**config.mk**
```make
export PLATFORM = sky130hd
export DESIGN_NAME = cdf_front
export DESIGN_NICKNAME = d
export VERILOG_FILES = /design/src/rtl/core/cdf_pkg.sv /design/src/rtl/core/cdf_front.sv
export SDC_FILE = /design/constraint.sdc
export NUM_CORES = 1
export LEC_CHECK = 0
export BUFFER_PORTS_ARGS = -buffer_cell sky130_fd_sc_hd__buf_4
export CAP_MARGIN = 25
export CORE_ASPECT_RATIO = 0.6
export CORE_MARGIN = 2
export CORE_UTILIZATION = 38
export DETAILED_ROUTE_END_ITERATION = 8
export PLACE_DENSITY = 0.76
export SETUP_SLACK_MARGIN = 0.4
export SLEW_MARGIN = 20
export SYNTH_ARGS = -nofsm -noshare
export SYNTH_HDL_FRONTEND = slang
export SYNTH_SLANG_ARGS = --single-unit
```
**constraint.sdc**
```tcl
create_clock -name clock -period 7.1 [get_ports clock]
set_input_delay 1.42 -clock clock [delete_from_list [all_inputs] [get_ports clock]]
set_output_delay 1.42 -clock clock [all_outputs]
set_load 0.1 [all_outputs]
```
**src/rtl/core/cdf_pkg.sv**
```systemverilog
// Shared types, constants and helper function of the complex decimating FIR filter.
package cdf_pkg;

   localparam int MAX_TAPS    = 128;
   localparam int SAMPLE_BITS = 16;
   localparam int COEF_BITS   = 16;
   localparam int ACC_W       = 40;
   localparam int COUNT_W     = 16;
   localparam int CFG_W       = 8;
   localparam int CMD_W       = 2;
   localparam int CIDX_W      = 7;
   localparam int CSR_IDX_W   = 2;
   localparam int QUEUE_DEPTH = 2;

   localparam int ADDR_W = (MAX_TAPS > 1) ? $clog2(MAX_TAPS) : 1;
   localparam int TAP_W  = $clog2(MAX_TAPS + 1);
   localparam int PROD_W = SAMPLE_BITS + COEF_BITS;

   localparam logic [CMD_W-1:0] CMD_SAMPLE = 2'd0;
   localparam logic [CMD_W-1:0] CMD_COEF   = 2'd1;
   localparam logic [CMD_W-1:0] CMD_START  = 2'd2;

   localparam logic OP_SAMPLE = 1'b0;
   localparam logic OP_COEF   = 1'b1;

   localparam logic [CSR_IDX_W-1:0] CSR_TAP_COUNT = 2'd0;
   localparam logic [CSR_IDX_W-1:0] CSR_DEC_STEP  = 2'd1;

   typedef struct packed {
      logic [CFG_W-1:0] tap_count;
      logic [CFG_W-1:0] decimation_step;
   } cfg_type;

   typedef struct packed {
      logic                          op;
      logic                          emit;
      logic [COUNT_W-1:0]            number;
      logic signed [SAMPLE_BITS-1:0] sample;
      logic [ADDR_W-1:0]             coef_addr;
      logic signed [COEF_BITS-1:0]   coef_real;
      logic signed [COEF_BITS-1:0]   coef_imag;
   } entry_type;

   function automatic logic [TAP_W-1:0] taps_in_use(input logic [CFG_W-1:0] tap_count);
      logic [TAP_W-1:0] taps;
      if (tap_count == '0) begin
         taps = TAP_W'(1);
      end else if (32'(tap_count) > MAX_TAPS) begin
         taps = TAP_W'(MAX_TAPS);
      end else begin
         taps = TAP_W'(tap_count);
      end
      return taps;
   endfunction

endpackage

```
**src/rtl/core/cdf_front.sv**
```systemverilog
// Front end: accepts items, keeps the block counters and decides which pushes produce a result.
module cdf_front (
   input  logic                                  clock,
   input  logic                                  reset,
   input  logic                                  push,
   input  logic                                  queue_full,
   input  logic [cdf_pkg::CMD_W-1:0]             command,
   input  logic signed [cdf_pkg::SAMPLE_BITS-1:0] sample,
   input  logic [cdf_pkg::CIDX_W-1:0]            coef_index,
   input  logic signed [cdf_pkg::COEF_BITS-1:0]  coef_real,
   input  logic signed [cdf_pkg::COEF_BITS-1:0]  coef_imag,
   input  cdf_pkg::cfg_type                      cfg,
   output logic                                  enq,
   output cdf_pkg::entry_type                    enq_entry
);
   import cdf_pkg::*;

   logic [TAP_W-1:0]   seen_ff, seen_in;
   logic [CFG_W-1:0]   phase_ff, phase_in;
   logic [COUNT_W-1:0] count_ff, count_in;
   logic               accept;
   logic               emit;
   logic [TAP_W-1:0]   taps;
   logic [CFG_W:0]     step;
   logic [CFG_W:0]     phase_next;

   assign accept     = push && !queue_full;
   assign taps       = taps_in_use(cfg.tap_count);
   assign step       = (cfg.decimation_step == '0) ? (CFG_W+1)'(1) : {1'b0, cfg.decimation_step};
   assign phase_next = {1'b0, phase_ff} + (CFG_W+1)'(1);

   always_comb begin
      seen_in  = seen_ff;
      phase_in = phase_ff;
      count_in = count_ff;
      emit     = 1'b0;
      enq      = 1'b0;
      if (accept) begin
         unique case (command)
            CMD_SAMPLE: begin
               enq = 1'b1;
               if (seen_ff < taps) begin
                  seen_in = seen_ff + TAP_W'(1);
                  if (seen_in == taps) begin
                     phase_in = '0;
                     emit     = 1'b1;
                  end
               end else if (phase_next >= step) begin
                  phase_in = '0;
                  emit     = 1'b1;
               end else begin
                  phase_in = phase_next[CFG_W-1:0];
               end
            end
            CMD_COEF: begin
               enq = (32'(coef_index) < MAX_TAPS);
            end
            CMD_START: begin
               seen_in  = '0;
               phase_in = '0;
               count_in = '0;
            end
            default: begin
            end
         endcase
         if (emit) begin
            count_in = count_ff + COUNT_W'(1);
         end
      end
   end

   always_comb begin
      enq_entry.op        = (command == CMD_COEF) ? OP_COEF : OP_SAMPLE;
      enq_entry.emit      = emit;
      enq_entry.number    = count_ff;
      enq_entry.sample    = sample;
      enq_entry.coef_addr = ADDR_W'(coef_index);
      enq_entry.coef_real = coef_real;
      enq_entry.coef_imag = coef_imag;
   end

   always_ff @(posedge clock) begin
      if (reset) begin
         seen_ff  <= '0;
         phase_ff <= '0;
         count_ff <= '0;
      end else begin
         seen_ff  <= seen_in;
         phase_ff <= phase_in;
         count_ff <= count_in;
      end
   end

endmodule

```
; Word-level counts from Yosys, hierarchy flattened
; Index checks and enable logic that the tools add are counted.
[totals]
wordCells = 45
in_bits = 77
out_inout_bits = 74
ff_bits = 32
[op_classes]
n_mux = 20
reduce_logical = 11
n_eq_ne = 5
order_cmp = 3
add_sub_neg = 3
[op_table]
columns = operator, n
row1 = 8-bit two-way mux, 7
row2 = 16-bit two-way mux, 2
row3 = 8-bit one-hot mux with 2 select lines, 2
row4 = "16-bit by 1-bit adder with 16-bit output, second input constant", 1
row5 = 8-bit zero test, 2
row6 = "8-bit by 1-bit adder with 9-bit output, second input constant", 1
row7 = 9-bit by 8-bit greater-or-equal comparator with 1-bit output, 1
row8 = 1-bit two-way mux, 9
row9 = "8-bit by 1-bit adder with 8-bit output, second input constant", 1
row10 = 8-bit == test, 1
row11 = "8-bit > comparator, second input constant", 1
row12 = 8-bit < comparator, 1
row13 = 3-bit AND reduction, 2
row14 = 2-bit nonzero test, 2
row15 = "3-bit inequality test, second input constant", 1
row16 = "2-bit by 1-bit == test with 1-bit output, second input constant", 1
row17 = "2-bit == test, second input constant", 1
row18 = 2-bit zero test, 1
row19 = "2-bit inequality test, second input constant", 1
row20 = 2-bit AND reduction, 1
row21 = 2-bit OR reduction, 1
row22 = 1-bit logical AND, 1
row23 = 1-bit zero test, 1

; Logic depth before layout (Yosys ltp)
[depth]
ltp_word = 10
mapped_depth = 14

; Worst setup path after synthesis
; No wires, ideal clock.
[synth_timing]
kind = input -> output
from = in cfg[9] (netlist name)
to = out enq_entry[71] (netlist name)
cell_stages = 9
required_time_ps = 5680
path_slack_ps = 2153
path_buffers = 1
t_arrival_ps = 3527
cell_sequence = nor4_1 -> a21oi_1 -> nor2_1 -> ha_1 -> a2111o_1 -> a2111oi_4 -> a21o_4 -> and3_1 -> buf_4
[synth_via]
elab_chain_len = 9
word_cells_on_any_way = 11
[synth_lines]
columns = item, line
row1 = from (decl), cdf_front.sv:12  ; input cdf_pkg::cfg_type cfg,
row2 = 8-bit > comparator, cdf_pkg.sv:48  ; end else if (32'(tap_count) > MAX_TAPS) begin
row3 = 8-bit two-way mux, cdf_pkg.sv:48
row4 = 8-bit two-way mux *, cdf_pkg.sv:46  ; if (tap_count == '0) begin
row5 = "parallel branches: the longest is 2 deep, another holds 8-bit < comparator", --
row6 = 1-bit two-way mux *, cdf_front.sv:42  ; if (seen_ff < taps) begin
row7 = 1-bit two-way mux *, cdf_front.sv:39  ; unique case (command)
row8 = 1-bit two-way mux * (2 in series), cdf_front.sv:38  ; if (accept) begin
row9 = to (decl), cdf_front.sv:14  ; output cdf_pkg::entry_type enq_entry
; Every way passes the cells marked *. The select of a mux whose other input is x is not followed.

==> results.tsv <==
metric	value	unit
status	completed	
hp-class	flop to flop	
numPortBuffers	40	
syn_area	0.00287	mm²
postLayoutCoreUtil	40.3	%
report.final.slew_viol_count	0	
ant_nets	0	
cts_resized	0	
tritoncts	done	
antenna_cells	0	
crit_required	5.68	ns
crit_fanout	21	
clkTransAtPathRegs	0.05	ns
pin_count	151	
p_leak	1.20	nW
cts_hold_buf	0	
clock_path_buffers	2	
clock_latency	0.27	ns
dr.pass1.iters	5	
syn-num-nets	452	
worst_pin_slew	0.874	ns
die_h	71.3	µm
setup_tns	0	ns
routed_wl	6.46	mm
synth_common_cells	57 x buf_4, 32 x dfxtp_1, 26 x nor2_1	
grt_pass1_wl	11.0	mm
rsz0062_at_grt	false	
ys_ff_latch	32	
synthCells	356	
end_kind	output pin	
start_util	39.3	%
async_reset_ff_share	0	%
peakVddDrop	0.0814	mV
yosys_warnings	0	
fin_skew	0.00347	ns
dpl.hpwl	4.84	mm
period_needed	5.43	ns
remaining_drc_errors	0	
start_kind	input pin	
finalSetupViolations	0	
wl_per_cell	14.7	µm
syn_area_per_cell	8.06	µm²
clock_sinks	32	
fin_crit_sh	76.5	%
via_per_inst	5.48	
die_x	116	µm
synth_edf_count	0	
netlist.area_leader.share	22.3	%
dieArea	0.00828	mm²
hold_viol	0	
track_usage	16.4	%
first_global_vias	2380	
clock.fmax	184	MHz
antenna_found_initial	0	
grt_overflow	0	
syn_to_final_growth	2.62	%
drive_above_1_share	17.6	%
ys_seq_area_share	22.3	%
htreeDepth	2	
gp_routability_congestion	0.862	
vias	2413	
max_slew_margin	41.2	%
post-cts-setup-buffer-count	0	
coreArea	0.00730	mm²
max-cap-violations	0	
cp.arrival	4.01	ns
cts_inserted_buffers	5	
rows	24	
power.density	148	mW/mm²
fin_nets	432	
grt_max_degree	23	
ys_dominant_reg_cell	dfxtp_1	
cts.root.buffer_cell	clkbuf_16	
synth.most_common_cell	buf_4	
crit_type	input pin to output pin	
yosysTopAreaCell	dfxtp_1	
drtIter0Drc	178	
netlist_top_cells_area	dfxtp_1 22%, buf_4 15%, ha_1 8.3%, nor2_1 3.4%, a21oi_1 3.3%	
synth_cell_types	55	
==> flip-flops by register name, summed over array words and instances, names as in the netlist <==
register / count
phase_ff: 8
count_ff: 16
seen_ff: 8
==> cell type report <==
type	count	area, µm²
clock inverters	1	5.00
clock buffers	6	129
fillers	763	4350
repair buffers	40	300
multi-input cells	244	1690
inverters	13	48.8
well taps	104	130
flip-flops and latches	32	641
==> routing by layer <==
layer / share of wire (%) / wire length [µm] / vias up / global-route usage [%]
li1: - / - / 1197 / -
met1: 50 / 3240 / 1115 / 22.7
met2: 44 / 2860 / 93 / 24.6
met3: 5.1 / 327 / 8 / 5.16
met4: 0.60 / 39 / 0 / 4.89
met5: 0 / 0 / - / 0
==> worst max-delay path, cell delays in order <==
cell       delay (ns)
buf_4            0.11
nor4_1           0.26
a21oi_1          0.10
nor2_1           0.10
ha_1             0.23
a2111o_1         0.43
a2111oi_4        0.43
a21o_4           0.33
and3_1           0.28
buf_4            0.32
==> per-stage QoR <==
stage	power [mW]	std cells	hold slack (ns)	cell area, µm²	setup slack (ns)
finish	0.434	440	0.497	2940	1.67
global route	0.450	440	0.533	2940	1.42
CTS	0.437	440	0.495	2940	1.65
detailed placement	0.240	433	0.489	2810	1.67
global placement	0.238	433	0.477	2810	1.71
floorplan	0.369	356	0.462	2870	2.15
==> cells by family (layout without fill, tap and decap cells) <==
group / after synthesis / after routing / synth area share [%]
AND/OR/NAND/NOR: 114 / 114 / 21.5
AO/OA/AOI/OAI: 91 / 91 / 21.9
buffers and inverters: 80 / 60 / 18.8
flip-flops: 32 / 32 / 22.3
adder cells (fa/ha/maj): 19 / 19 / 8.29
XOR/XNOR: 19 / 19 / 6.80
multiplexers: 1 / 1 / 0.349
==> cells in the final DEF, fill, tap and decap left out, types with 2 or more instances in the layout <==
| cell | Yosys | layout |
|---|---|---|
| a2111oi_2 | 2 | 2 |
| a21oi_1 | 19 | 19 |
| a31oi_1 | 15 | 15 |
| a32o_1 | 3 | 3 |
| a41oi_1 | 2 | 2 |
| and2_1 | 2 | 2 |
| and3_1 | 11 | 11 |
| buf_4 | 57 | 40 |
| clkbuf_16 | 0 | 5 |
| dfxtp_1 | 32 | 32 |
| ha_1 | 19 | 19 |
| inv_1 | 13 | 13 |
| nand2_1 | 15 | 15 |
| nand2b_1 | 7 | 7 |
| nand3_1 | 17 | 17 |
| nand3_2 | 3 | 3 |
| nand3b_1 | 6 | 6 |
| nand4_1 | 2 | 2 |
| nor2_1 | 26 | 26 |
| nor2b_1 | 4 | 4 |
| nor3_1 | 3 | 3 |
| nor3b_1 | 2 | 2 |
| nor4_1 | 4 | 4 |
| o2111ai_1 | 2 | 2 |
| o211ai_1 | 2 | 2 |
| o21a_1 | 3 | 3 |
| o21ai_0 | 19 | 19 |
| o21ai_1 | 7 | 7 |
| o31ai_1 | 6 | 6 |
| or2_2 | 2 | 2 |
| or3_1 | 5 | 5 |
| xnor2_1 | 8 | 8 |
| xor2_1 | 9 | 9 |
==> final timing paths <==
kind	start	slack (ns)	depth (start not counted)	end
max	cfg[9]	1.67	10	enq_entry[71]
min	phase_ff[1]	0.50	2	phase_ff[1]
max reg2reg	phase_ff[0]	3.33	12	count_ff[5]
min reg2reg	phase_ff[1]	0.50	2	phase_ff[1]
==> power by group <==
group          internal, mW  switching (mW)  total [mW]
combinational        0.0218          0.0342      0.0560
clock                 0.127          0.0706       0.198
sequential            0.180        0.000375       0.181
total                 0.329           0.105       0.434
Power figures use the tool's default switching activity.
