**src/rtl/core/cdf_pkg.sv**
```systemverilog
// Shared types, constants and helper function of the complex decimating FIR filter.
package cdf_pkg;

   localparam int MAX_TAPS    = 128;
   localparam int SAMPLE_BITS = 16;
   localparam int COEF_BITS   = 16;
   localparam int ACC_W       = 40;
   localparam int COUNT_W     = 16;
   localparam int CFG_W       = 8;
   localparam int CMD_W       = 2;
   localparam int CIDX_W      = 7;
   localparam int CSR_IDX_W   = 2;
   localparam int QUEUE_DEPTH = 2;

   localparam int ADDR_W = (MAX_TAPS > 1) ? $clog2(MAX_TAPS) : 1;
   localparam int TAP_W  = $clog2(MAX_TAPS + 1);
   localparam int PROD_W = SAMPLE_BITS + COEF_BITS;

   localparam logic [CMD_W-1:0] CMD_SAMPLE = 2'd0;
   localparam logic [CMD_W-1:0] CMD_COEF   = 2'd1;
   localparam logic [CMD_W-1:0] CMD_START  = 2'd2;

   localparam logic OP_SAMPLE = 1'b0;
   localparam logic OP_COEF   = 1'b1;

   localparam logic [CSR_IDX_W-1:0] CSR_TAP_COUNT = 2'd0;
   localparam logic [CSR_IDX_W-1:0] CSR_DEC_STEP  = 2'd1;

   typedef struct packed {
      logic [CFG_W-1:0] tap_count;
      logic [CFG_W-1:0] decimation_step;
   } cfg_type;

   typedef struct packed {
      logic                          op;
      logic                          emit;
      logic [COUNT_W-1:0]            number;
      logic signed [SAMPLE_BITS-1:0] sample;
      logic [ADDR_W-1:0]             coef_addr;
      logic signed [COEF_BITS-1:0]   coef_real;
      logic signed [COEF_BITS-1:0]   coef_imag;
   } entry_type;

   function automatic logic [TAP_W-1:0] taps_in_use(input logic [CFG_W-1:0] tap_count);
      logic [TAP_W-1:0] taps;
      if (tap_count == '0) begin
         taps = TAP_W'(1);
      end else if (32'(tap_count) > MAX_TAPS) begin
         taps = TAP_W'(MAX_TAPS);
      end else begin
         taps = TAP_W'(tap_count);
      end
      return taps;
   endfunction

endpackage

```
**src/rtl/core/cdf_queue.sv**
```systemverilog
// Short queue of classified items between the front end and the filter engine.
module cdf_queue (
   input  logic               clock,
   input  logic               reset,
   input  logic               enq,
   input  cdf_pkg::entry_type enq_entry,
   output logic               full,
   input  logic               deq,
   output logic               valid,
   output cdf_pkg::entry_type head
);
   import cdf_pkg::*;

   localparam int PTR_W = (QUEUE_DEPTH > 1) ? $clog2(QUEUE_DEPTH) : 1;
   localparam int CNT_W = $clog2(QUEUE_DEPTH + 1);

   entry_type        slot_ff [QUEUE_DEPTH];
   logic [PTR_W-1:0] wr_ptr_ff, wr_ptr_in;
   logic [PTR_W-1:0] rd_ptr_ff, rd_ptr_in;
   logic [CNT_W-1:0] count_ff, count_in;
   logic             do_enq;
   logic             do_deq;

   assign full   = (count_ff == CNT_W'(QUEUE_DEPTH));
   assign valid  = (count_ff != '0);
   assign head   = slot_ff[rd_ptr_ff];
   assign do_enq = enq && !full;
   assign do_deq = deq && valid;

   always_comb begin
      wr_ptr_in = wr_ptr_ff;
      rd_ptr_in = rd_ptr_ff;
      count_in  = count_ff;
      if (do_enq) begin
         wr_ptr_in = (wr_ptr_ff == PTR_W'(QUEUE_DEPTH - 1)) ? '0 : wr_ptr_ff + PTR_W'(1);
      end
      if (do_deq) begin
         rd_ptr_in = (rd_ptr_ff == PTR_W'(QUEUE_DEPTH - 1)) ? '0 : rd_ptr_ff + PTR_W'(1);
      end
      if (do_enq && !do_deq) begin
         count_in = count_ff + CNT_W'(1);
      end else if (!do_enq && do_deq) begin
         count_in = count_ff - CNT_W'(1);
      end
   end

   always_ff @(posedge clock) begin
      if (do_enq) begin
         slot_ff[wr_ptr_ff] <= enq_entry;
      end
   end

   always_ff @(posedge clock) begin
      if (reset) begin
         wr_ptr_ff <= '0;
         rd_ptr_ff <= '0;
         count_ff  <= '0;
      end else begin
         wr_ptr_ff <= wr_ptr_in;
         rd_ptr_ff <= rd_ptr_in;
         count_ff  <= count_in;
      end
   end

endmodule

```
**config.mk**
```make
export PLATFORM = sky130hd
export DESIGN_NAME = cdf_queue
export DESIGN_NICKNAME = d
export VERILOG_FILES = /design/src/rtl/core/cdf_pkg.sv /design/src/rtl/core/cdf_queue.sv
export SDC_FILE = /design/constraint.sdc
export NUM_CORES = 1
export LEC_CHECK = 0
export ABC_AREA = 1
export BUFFER_PORTS_ARGS = -buffer_cell sky130_fd_sc_hd__buf_4
export CORE_ASPECT_RATIO = 1.4
export CORE_MARGIN = 2
export CORE_UTILIZATION = 40
export DETAILED_ROUTE_END_ITERATION = 16
export GPL_ROUTABILITY_DRIVEN = 0
export HOLD_SLACK_MARGIN = 0.05
export MAX_ROUTING_LAYER = met4
export PLACE_DENSITY = 0.68
export REMOVE_ABC_BUFFERS = 1
export SLEW_MARGIN = 5
export SYNTH_ARGS = -nofsm -noshare
export SYNTH_HDL_FRONTEND = slang
export SYNTH_SLANG_ARGS = --single-unit
export TNS_END_PERCENT = 10
```
**constraint.sdc**
```tcl
create_clock -name clock -period 5.15 [get_ports clock]
set_input_delay 0.515 -clock clock [delete_from_list [all_inputs] [get_ports clock]]
set_output_delay 0.515 -clock clock [all_outputs]
set_load 0.005 [all_outputs]
```
Yosys cells after proc, flatten, opt, wreduce, memory -nomap -nowiden
Memory sizes are Yosys's and may differ from the RTL's. A register that Yosys moved wholly into a read port is not among the register bits.
Index checks and enable logic that the tools add are counted.
{"block": "totals", "ff_bits": 4, "latchBits": 0, "ram_bits": 146, "mem_bits_ro": 0, "out_inout_bits": 75, "n_memories": 1}
{"block": "op_classes", "add_sub_neg": 4, "n_mul": 0, "div_mod_pow": 0, "order_cmp": 0, "eq_ne": 1, "shifts": 0, "mux": 8, "bitwise_logic": 0, "reduce_logical": 9}
{"memory": "slot_ff", "words": 2, "width": 73, "read_ports": 1, "rd_clocked_by_memory_dff": 1, "wr": 1, "line": "cdf_queue.sv:17", "source": "entry_type slot_ff [QUEUE_DEPTH];"}
{"cell": "$mux 1", "count": 6}
{"cell": "$logic_and 1x1->1", "count": 4}
{"cell": "$mux 2", "count": 2}
{"cell": "$reduce_bool 2->1", "count": 2}
{"cell": "$logic_not 1->1", "count": 3}
{"cell": "$add 1x1->1 const B", "count": 2}
{"cell": "$add 2x1->2 const B", "count": 1}
{"cell": "$eq 2x2->1 const B", "count": 1}
{"cell": "$sub 2x1->2 const B", "count": 1}

Depth between registers and ports, before layout
Gate-level depths: netlist of run 1.
{"block": "depth", "word_depth": 7, "ltp_mapped": 10, "ltp_nobuf": 10}

Worst setup path before layout of run 1
No wires, ideal clock.
{"block": "synth_path", "path_kind": "input-to-reg", "from": "input port enq", "to": "memory slot_ff[0][0] (netlist name), enable pin", "arrival_time_ns": 3.628, "slack_ns": 1.017, "path_stages": 2, "n_path_buf": 0, "cell_sequence": "o21ai_2 -> nor2_1"}
{"block": "synth_via", "elab_chain_cells": 3}
{"item": "start, declared", "line": "cdf_queue.sv:5", "source": "input logic enq,"}
{"item": "$logic_and 1x1->1", "line": "cdf_queue.sv:27", "source": "assign do_enq = enq && !full;"}
{"item": "$mux 1", "line": "cdf_queue.sv:48", "source": "if (do_enq) begin"}
{"item": "$mux 1 (implied by the code)", "line": "cdf_queue.sv:49", "source": "slot_ff[wr_ptr_ff] <= enq_entry;"}
{"item": "end, declared", "line": "cdf_queue.sv:17"}
No other way between the ends.

==> run_results.csv, run 1 <==
group,metric,value,unit
clock_tree,root_buffer,"clkbuf_16",
critical_path,required,4.64,ns
floorplanning,dieWidth,106,µm
logic_synthesis,synth_area_leader_cell,"edfxtp_1",
floorplanning,io_pins,152,
timing,rsz0062_at_grt,"false",
timing,skew,0.00921,ns
clock_tree,h-tree-depth,4,
grt,grt_max_degree,50,
critical_path,cp-end-kind,"primary output",
power,pwr-share-clk,0.330,
cells_and_area,final_nets,507,
timing,hold_viol_final,0,
grt,grt_pass1_vias,3167,
power,internal_power,2.88,mW
timing,worst_slew_pin_slew,0.939,ns
logic_synthesis,netlist_instances,264,
clock_tree,path_clk_slew,0.06,ns
critical_path,criticalPathCategory,"reg2out",
cells_and_area,postLayoutCellArea,0.00772,mm²
power,switchingPower,0.859,mW
clock_tree,cts_tree,"yes",
power,comb_power_share,0.226,
power,swShare,0.230,
detailed_routing,drc,0,
cells_and_area,drive_gt1_frac,0.578,
clock_tree,cts_resized,0,
detailed_routing,num_vias,2863,
place,place_hpwl,6990,µm
floorplanning,die_area,0.0157,mm²
timing,max_slew_margin,0.374,
logic_synthesis,yosysWarnings,0,
clock_tree,cts.path.max_buffers,2,
floorplanning,coreArea,0.0144,mm²
clock_tree,cts_hold_buf,0,
place,io_buffers,151,
detailed_routing,final_antenna_net_count,0,
grt,grt_use_total,0.145,
floorplanning,placementRows,52,
floorplanning,fp.dieH,147,µm
cells_and_area,num-fill-cells,1179,
timing,fin_setup_tns,0,ns
logic_synthesis,syn-cell-area,0.00586,mm²
detailed_routing,via_per_inst,4.54,
logic_synthesis,seq_area_frac_synth,0.765,
floorplanning,start_util,0.408,
logic_synthesis,yosys-top-cells-area,"edfxtp_1, mux2_4, buf_12",
outcome,status,"finished clean",
detailed_routing,drt_pass1_iterations,4,
worst_hold_path,hp-class,"in2reg",
power,seq_power_share,0.444,
logic_synthesis,ys_ff_latch,151,
critical_path,worstSetupStartpointType,"register",
clock_tree,cts_setup_buffers,0,
grt,grt_pass1_wl,16300,µm
timing,drv_slew,0,
cells_and_area,syn_to_final_growth,31.6,%
timing,post-route-min-period,2.98,ns
clock_tree,cts_buffers,17,
logic_synthesis,avgSynthCellArea,22.2,µm²
power,vdd_drop_max,0.000233,V
detailed_routing,wirelength,10300,µm
clock_tree,clock-sinks,151,
detailed_routing,drt_iter0_markers,87,
timing,max_freq,336,MHz
detailed_routing,detail_route.wl_per_cell,16.4,µm
power,power_density,484,mW/mm²
timing,setup_viol,0,
timing,period_share,0.579,
grt,grt_overflow,0,
power,leakage,3.04,nW
place,placedInstanceArea,0.00712,mm²
job,max-cap-violations,0,
critical_path,crit_arrival,2.46,ns
critical_path,path_max_fanout,49,
logic_synthesis,ys_types,15,
grt,antenna_found_initial,1,
logic_synthesis,synth_top_area_frac,0.748,
clock_tree,clock_latency,0.41,ns
-- placed cells by master, fill, tap and decap left out --
cell type,netlist,routed
dfxtp_1,5,4
edfxtp_1,146,146
mux2_2,3,3
buf_4,0,154
clkinv_2,0,1
nor2_1,8,6
nand2_1,7,7
inv_1,8,8
clkbuf_16,0,17
clkbuf_1,0,4
mux2_4,70,70
nand4_1,1,1
clkinvlp_4,0,1
o21ai_0,2,2
ha_1,1,1
bufinv_16,0,4
clkinv_1,0,3
nor2_4,0,2
a21oi_1,2,2
nand3_1,2,2
inv_6,0,1
diode_2,0,1
dfxtp_4,0,1
o21ai_2,1,1
-- worst max-delay path: stages, from the launching register on --
cell and delay (ns):
dfxtp_4 0.96, buf_4 0.53, mux2_2 0.40, buf_4 0.14
-- power by group through the flow --
| stage | clock, mW | combinational, mW | sequential (mW) |
|---|---|---|---|
| after floorplan | 0 | 0.492 | 1.70 |
| after global placement | 0 | 0.854 | 1.68 |
| after detailed placement | 0 | 0.866 | 1.69 |
| after CTS | 1.27 | 0.869 | 1.67 |
| after global routing | 1.32 | 0.913 | 1.68 |
| final | 1.23 | 0.846 | 1.66 |
-- cells in the mapped netlist --
| library cell | instances |
|---|---|
| o21ai_0 | 2 |
| edfxtp_1 | 146 |
| ha_1 | 1 |
| nand4_1 | 1 |
| buf_12 | 7 |
| nand2_1 | 7 |
| dfxtp_1 | 5 |
| nor2_1 | 8 |
| inv_1 | 8 |
| buf_6 | 1 |
| mux2_4 | 70 |
| nand3_1 | 2 |
| a21oi_1 | 2 |
| o21ai_2 | 1 |
| mux2_2 | 3 |
-- kinds of logic (layout without fill, tap and decap cells) --
kind of cell | Yosys count | in the layout | synth area share
AOI/OAI and AO/OA | 5 | 5 | 0.00491
and+or+nand+nor | 18 | 18 | 0.0124
adders and majority gates | 1 | 1 | 0.00213
muxes | 73 | 73 | 0.185
other | 0 | 1 | 0
DFF | 151 | 151 | 0.765
buffers and inverters | 16 | 193 | 0.0309
-- path summary, 6_finish.rpt --
check	startpoint	endpoint	slack (ns)	cells past startpoint
min reg2reg	rd_ptr_ff	rd_ptr_ff	0.50	2
max reg2reg	count_ff[1]	slot_ff[1][65]	2.87	4
min	enq_entry[31]	slot_ff[0][31]	0.29	1
max	register	head[56]	2.17	3
-- area by class of cell --
class	count	area, µm²	area share
clock inverters	10	153	0.0198
clock buffers	21	440	0.0571
repair buffers	154	1160	0.150
flip-flops and latches	151	4490	0.581
inverters	8	30.0	0.00389
multi-input cells	97	1210	0.157
diodes	1	2.50	0.000324
well taps	189	236	0.0306
-- layer usage --
metal	track usage	up-vias	wire, µm
met5	-	-	0
met4	0.0704	0	287
met3	0.0510	16	620
met2	0.251	85	5820
met1	0.143	1411	3600
li1	-	1351	-
-- registers in the layout (all words and copies together) (netlist names), named ones only --
name       cells
rd_ptr_ff      1
wr_ptr_ff      1
count_ff       2
slot_ff      146
-- stage by stage --
| stage | power (mW) | std cells | util | hold WS (ns) | worst slack (ns) |
|---|---|---|---|---|---|
| after floorplan | 2.19 | 256 | - | 0.465 | 1.02 |
| after global placement | 2.53 | 599 | 0.495 | 0.485 | 2.56 |
| after detailed placement | 2.56 | 599 | 0.495 | 0.500 | 2.54 |
| after CTS | 3.80 | 630 | 0.537 | 0.272 | 2.09 |
| after global routing | 3.92 | 631 | 0.537 | 0.267 | 2.02 |
| final | 3.74 | 631 | 0.537 | 0.291 | 2.17 |
(Power assumes the default switching activity.)
==> run 2, diff against run 1 <==
Settings changed: PLACE_DENSITY 0.68 to 0.71.
Clock period 5.15 ns to 2.7 ns, I/O delays scaled along.
==> run_results.csv, run 2 (same netlist as run 1, synthesis figures left out) <==
group,metric,value,unit
cells_and_area,syn_to_final_growth,46.9,%
grt,grt_pass1_wl,17500,µm
clock_tree,cts.path.max_buffers,2,
cells_and_area,drive_gt1_frac,0.508,
power,internal_power,5.82,mW
place,place_ws,0.882,ns
critical_path,critPathBufInv,2,
timing,max_freq,466,MHz
clock_tree,h-tree-depth,4,
floorplanning,io_pins,152,
outcome,status,"finished clean",
clock_tree,cts_setup_buffers,0,
critical_path,crit_slowest_cell,"dfxtp_4",
worst_hold_path,min-delay-start,"deq",
timing,period_share,0.796,
place,io_buffers,151,
floorplanning,dieWidth,106,µm
power,comb_power_share,0.244,
clock_tree,cts_hold_buf,73,
critical_path,crit_chain,"buf_12, mux2_2, buf_4",
cells_and_area,largest_register_ffs,146,
floorplanning,fp.dieH,147,µm
power,pwr-share-clk,0.345,
grt,antenna_found_initial,2,
cells_and_area,postLayoutCellArea,0.00862,mm²
place,place_hpwl,7370,µm
job,max-cap-violations,0,
floorplanning,coreArea,0.0144,mm²
worst_hold_path,hp-class,"in2reg",
detailed_routing,detail_route.wl_per_cell,15.9,µm
detailed_routing,via_per_inst,4.51,
grt,grt_overflow,0,
power,leakage,3.42,nW
detailed_routing,drc,0,
timing,hold_slack,0.165,ns
clock_tree,root_buffer,"clkbuf_16",
cells_and_area,reg_top3,"slot_ff: 146 flops, count_ff: 2 flops",
critical_path,required,2.43,ns
timing,setup_viol,0,
worst_hold_path,holdPathStages,3,
clock_tree,cts_tree,"yes",
critical_path,path_max_fanout,25,
grt,grt_use_total,0.152,
clock_tree,cts_resized,0,
detailed_routing,wirelength,11300,µm
cells_and_area,mostFrequentLayoutCells,"buf_4, edfxtp_1, dlygate4sd3_1, mux2_4, clkbuf_16",
power,power_density,878,mW/mm²
power,vdd_drop_max,0.000593,V
detailed_routing,num_vias,3198,
grt,grt_max_degree,27,
cells_and_area,num-fill-cells,1046,
critical_path,cp_num_cells,3,
floorplanning,start_util,0.408,
power,swShare,0.231,
detailed_routing,drt_iter0_markers,107,
critical_path,worstSetupStartpointType,"register",
floorplanning,die_area,0.0157,mm²
timing,drv_slew,0,
critical_path,crit_arrival,1.88,ns
critical_path,cp-end-kind,"primary output",
floorplanning,placementRows,52,
clock_tree,clock_latency,0.40,ns
timing,hold_viol_final,0,
timing,max_slew_margin,0.474,
clock_tree,cts_buffers,17,
grt,grt_pass1_vias,3559,
timing,layout_setup_ws,0.552,ns
critical_path,criticalPathCategory,"reg2out",
critical_path,rr_worst_depth,4,
clock_tree,clock-sinks,151,
timing,skew,0.00478,ns
cells_and_area,regMostFlops,"slot_ff",
detailed_routing,drt_pass1_iterations,4,
cells_and_area,final_nets,583,
critical_path,r2r_start,"count_ff[1]",
timing,worst_slew_pin_slew,0.788,ns
critical_path,critPathTopFamily,"flip-flops",
timing,fin_setup_tns,0,ns
critical_path,max_stage_delay,0.65,ns
cells_and_area,layout_commonest_cell,"buf_4",
timing,rsz0062_at_grt,"false",
power,switchingPower,1.74,mW
power,seq_power_share,0.411,
clock_tree,path_clk_slew,0.06,ns
detailed_routing,final_antenna_net_count,0,
place,placedInstanceArea,0.00722,mm²
timing,post-route-min-period,2.15,ns
-- run 2: metal layers --
| layer | track usage | part of all wire | vias up |
|---|---|---|---|
| met5 | - | 0 | - |
| met2 | 0.271 | 0.55 | 99 |
| met3 | 0.0386 | 0.049 | 12 |
| met1 | 0.159 | 0.38 | 1576 |
| li1 | - | - | 1511 |
| met4 | 0.0612 | 0.017 | 0 |
-- run 2: path summary, 6_finish.rpt --
path              slack (ns)              to
setup / recovery        0.55        head[50]
hold / removal          0.16       rd_ptr_ff
setup reg to reg        0.94  slot_ff[0][28]
hold reg to reg         0.52       rd_ptr_ff
-- run 2: power groups by stage --
stage | sequential, mW | combinational, mW | clock (mW)
CTS | 3.11 | 1.88 | 2.66
global placement | 3.14 | 1.75 | 0
floorplan | 3.24 | 0.939 | 0
finish | 3.11 | 1.85 | 2.61
global route | 3.14 | 1.98 | 2.76
detailed placement | 3.16 | 1.78 | 0
-- run 2: worst min-delay path, cell delays in order --
cell and delay (ns):
buf_4 0.09, a21oi_1 0.08, nor2_1 0.09
-- run 2: stage by stage --
stage / std cells / util / power, mW
finish: 709 / 0.599 / 7.56
global route: 709 / 0.599 / 7.87
CTS: 707 / 0.599 / 7.64
detailed placement: 602 / 0.502 / 4.94
global placement: 602 / 0.502 / 4.88
floorplan: 256 / - / 4.17
-- run 2: final cells by class --
class                           count  area [µm²]  area share
Clock buffer                       19         433      0.0502
Tap cell                          189         236      0.0274
Timing Repair Buffer              230        1980       0.230
Antenna cell                        2        5.00    0.000581
Multi-Input combinational cell     97        1210       0.141
Sequential cell                   151        4490       0.521
Inverter                            8        30.0     0.00349
Clock inverter                     13         225      0.0261
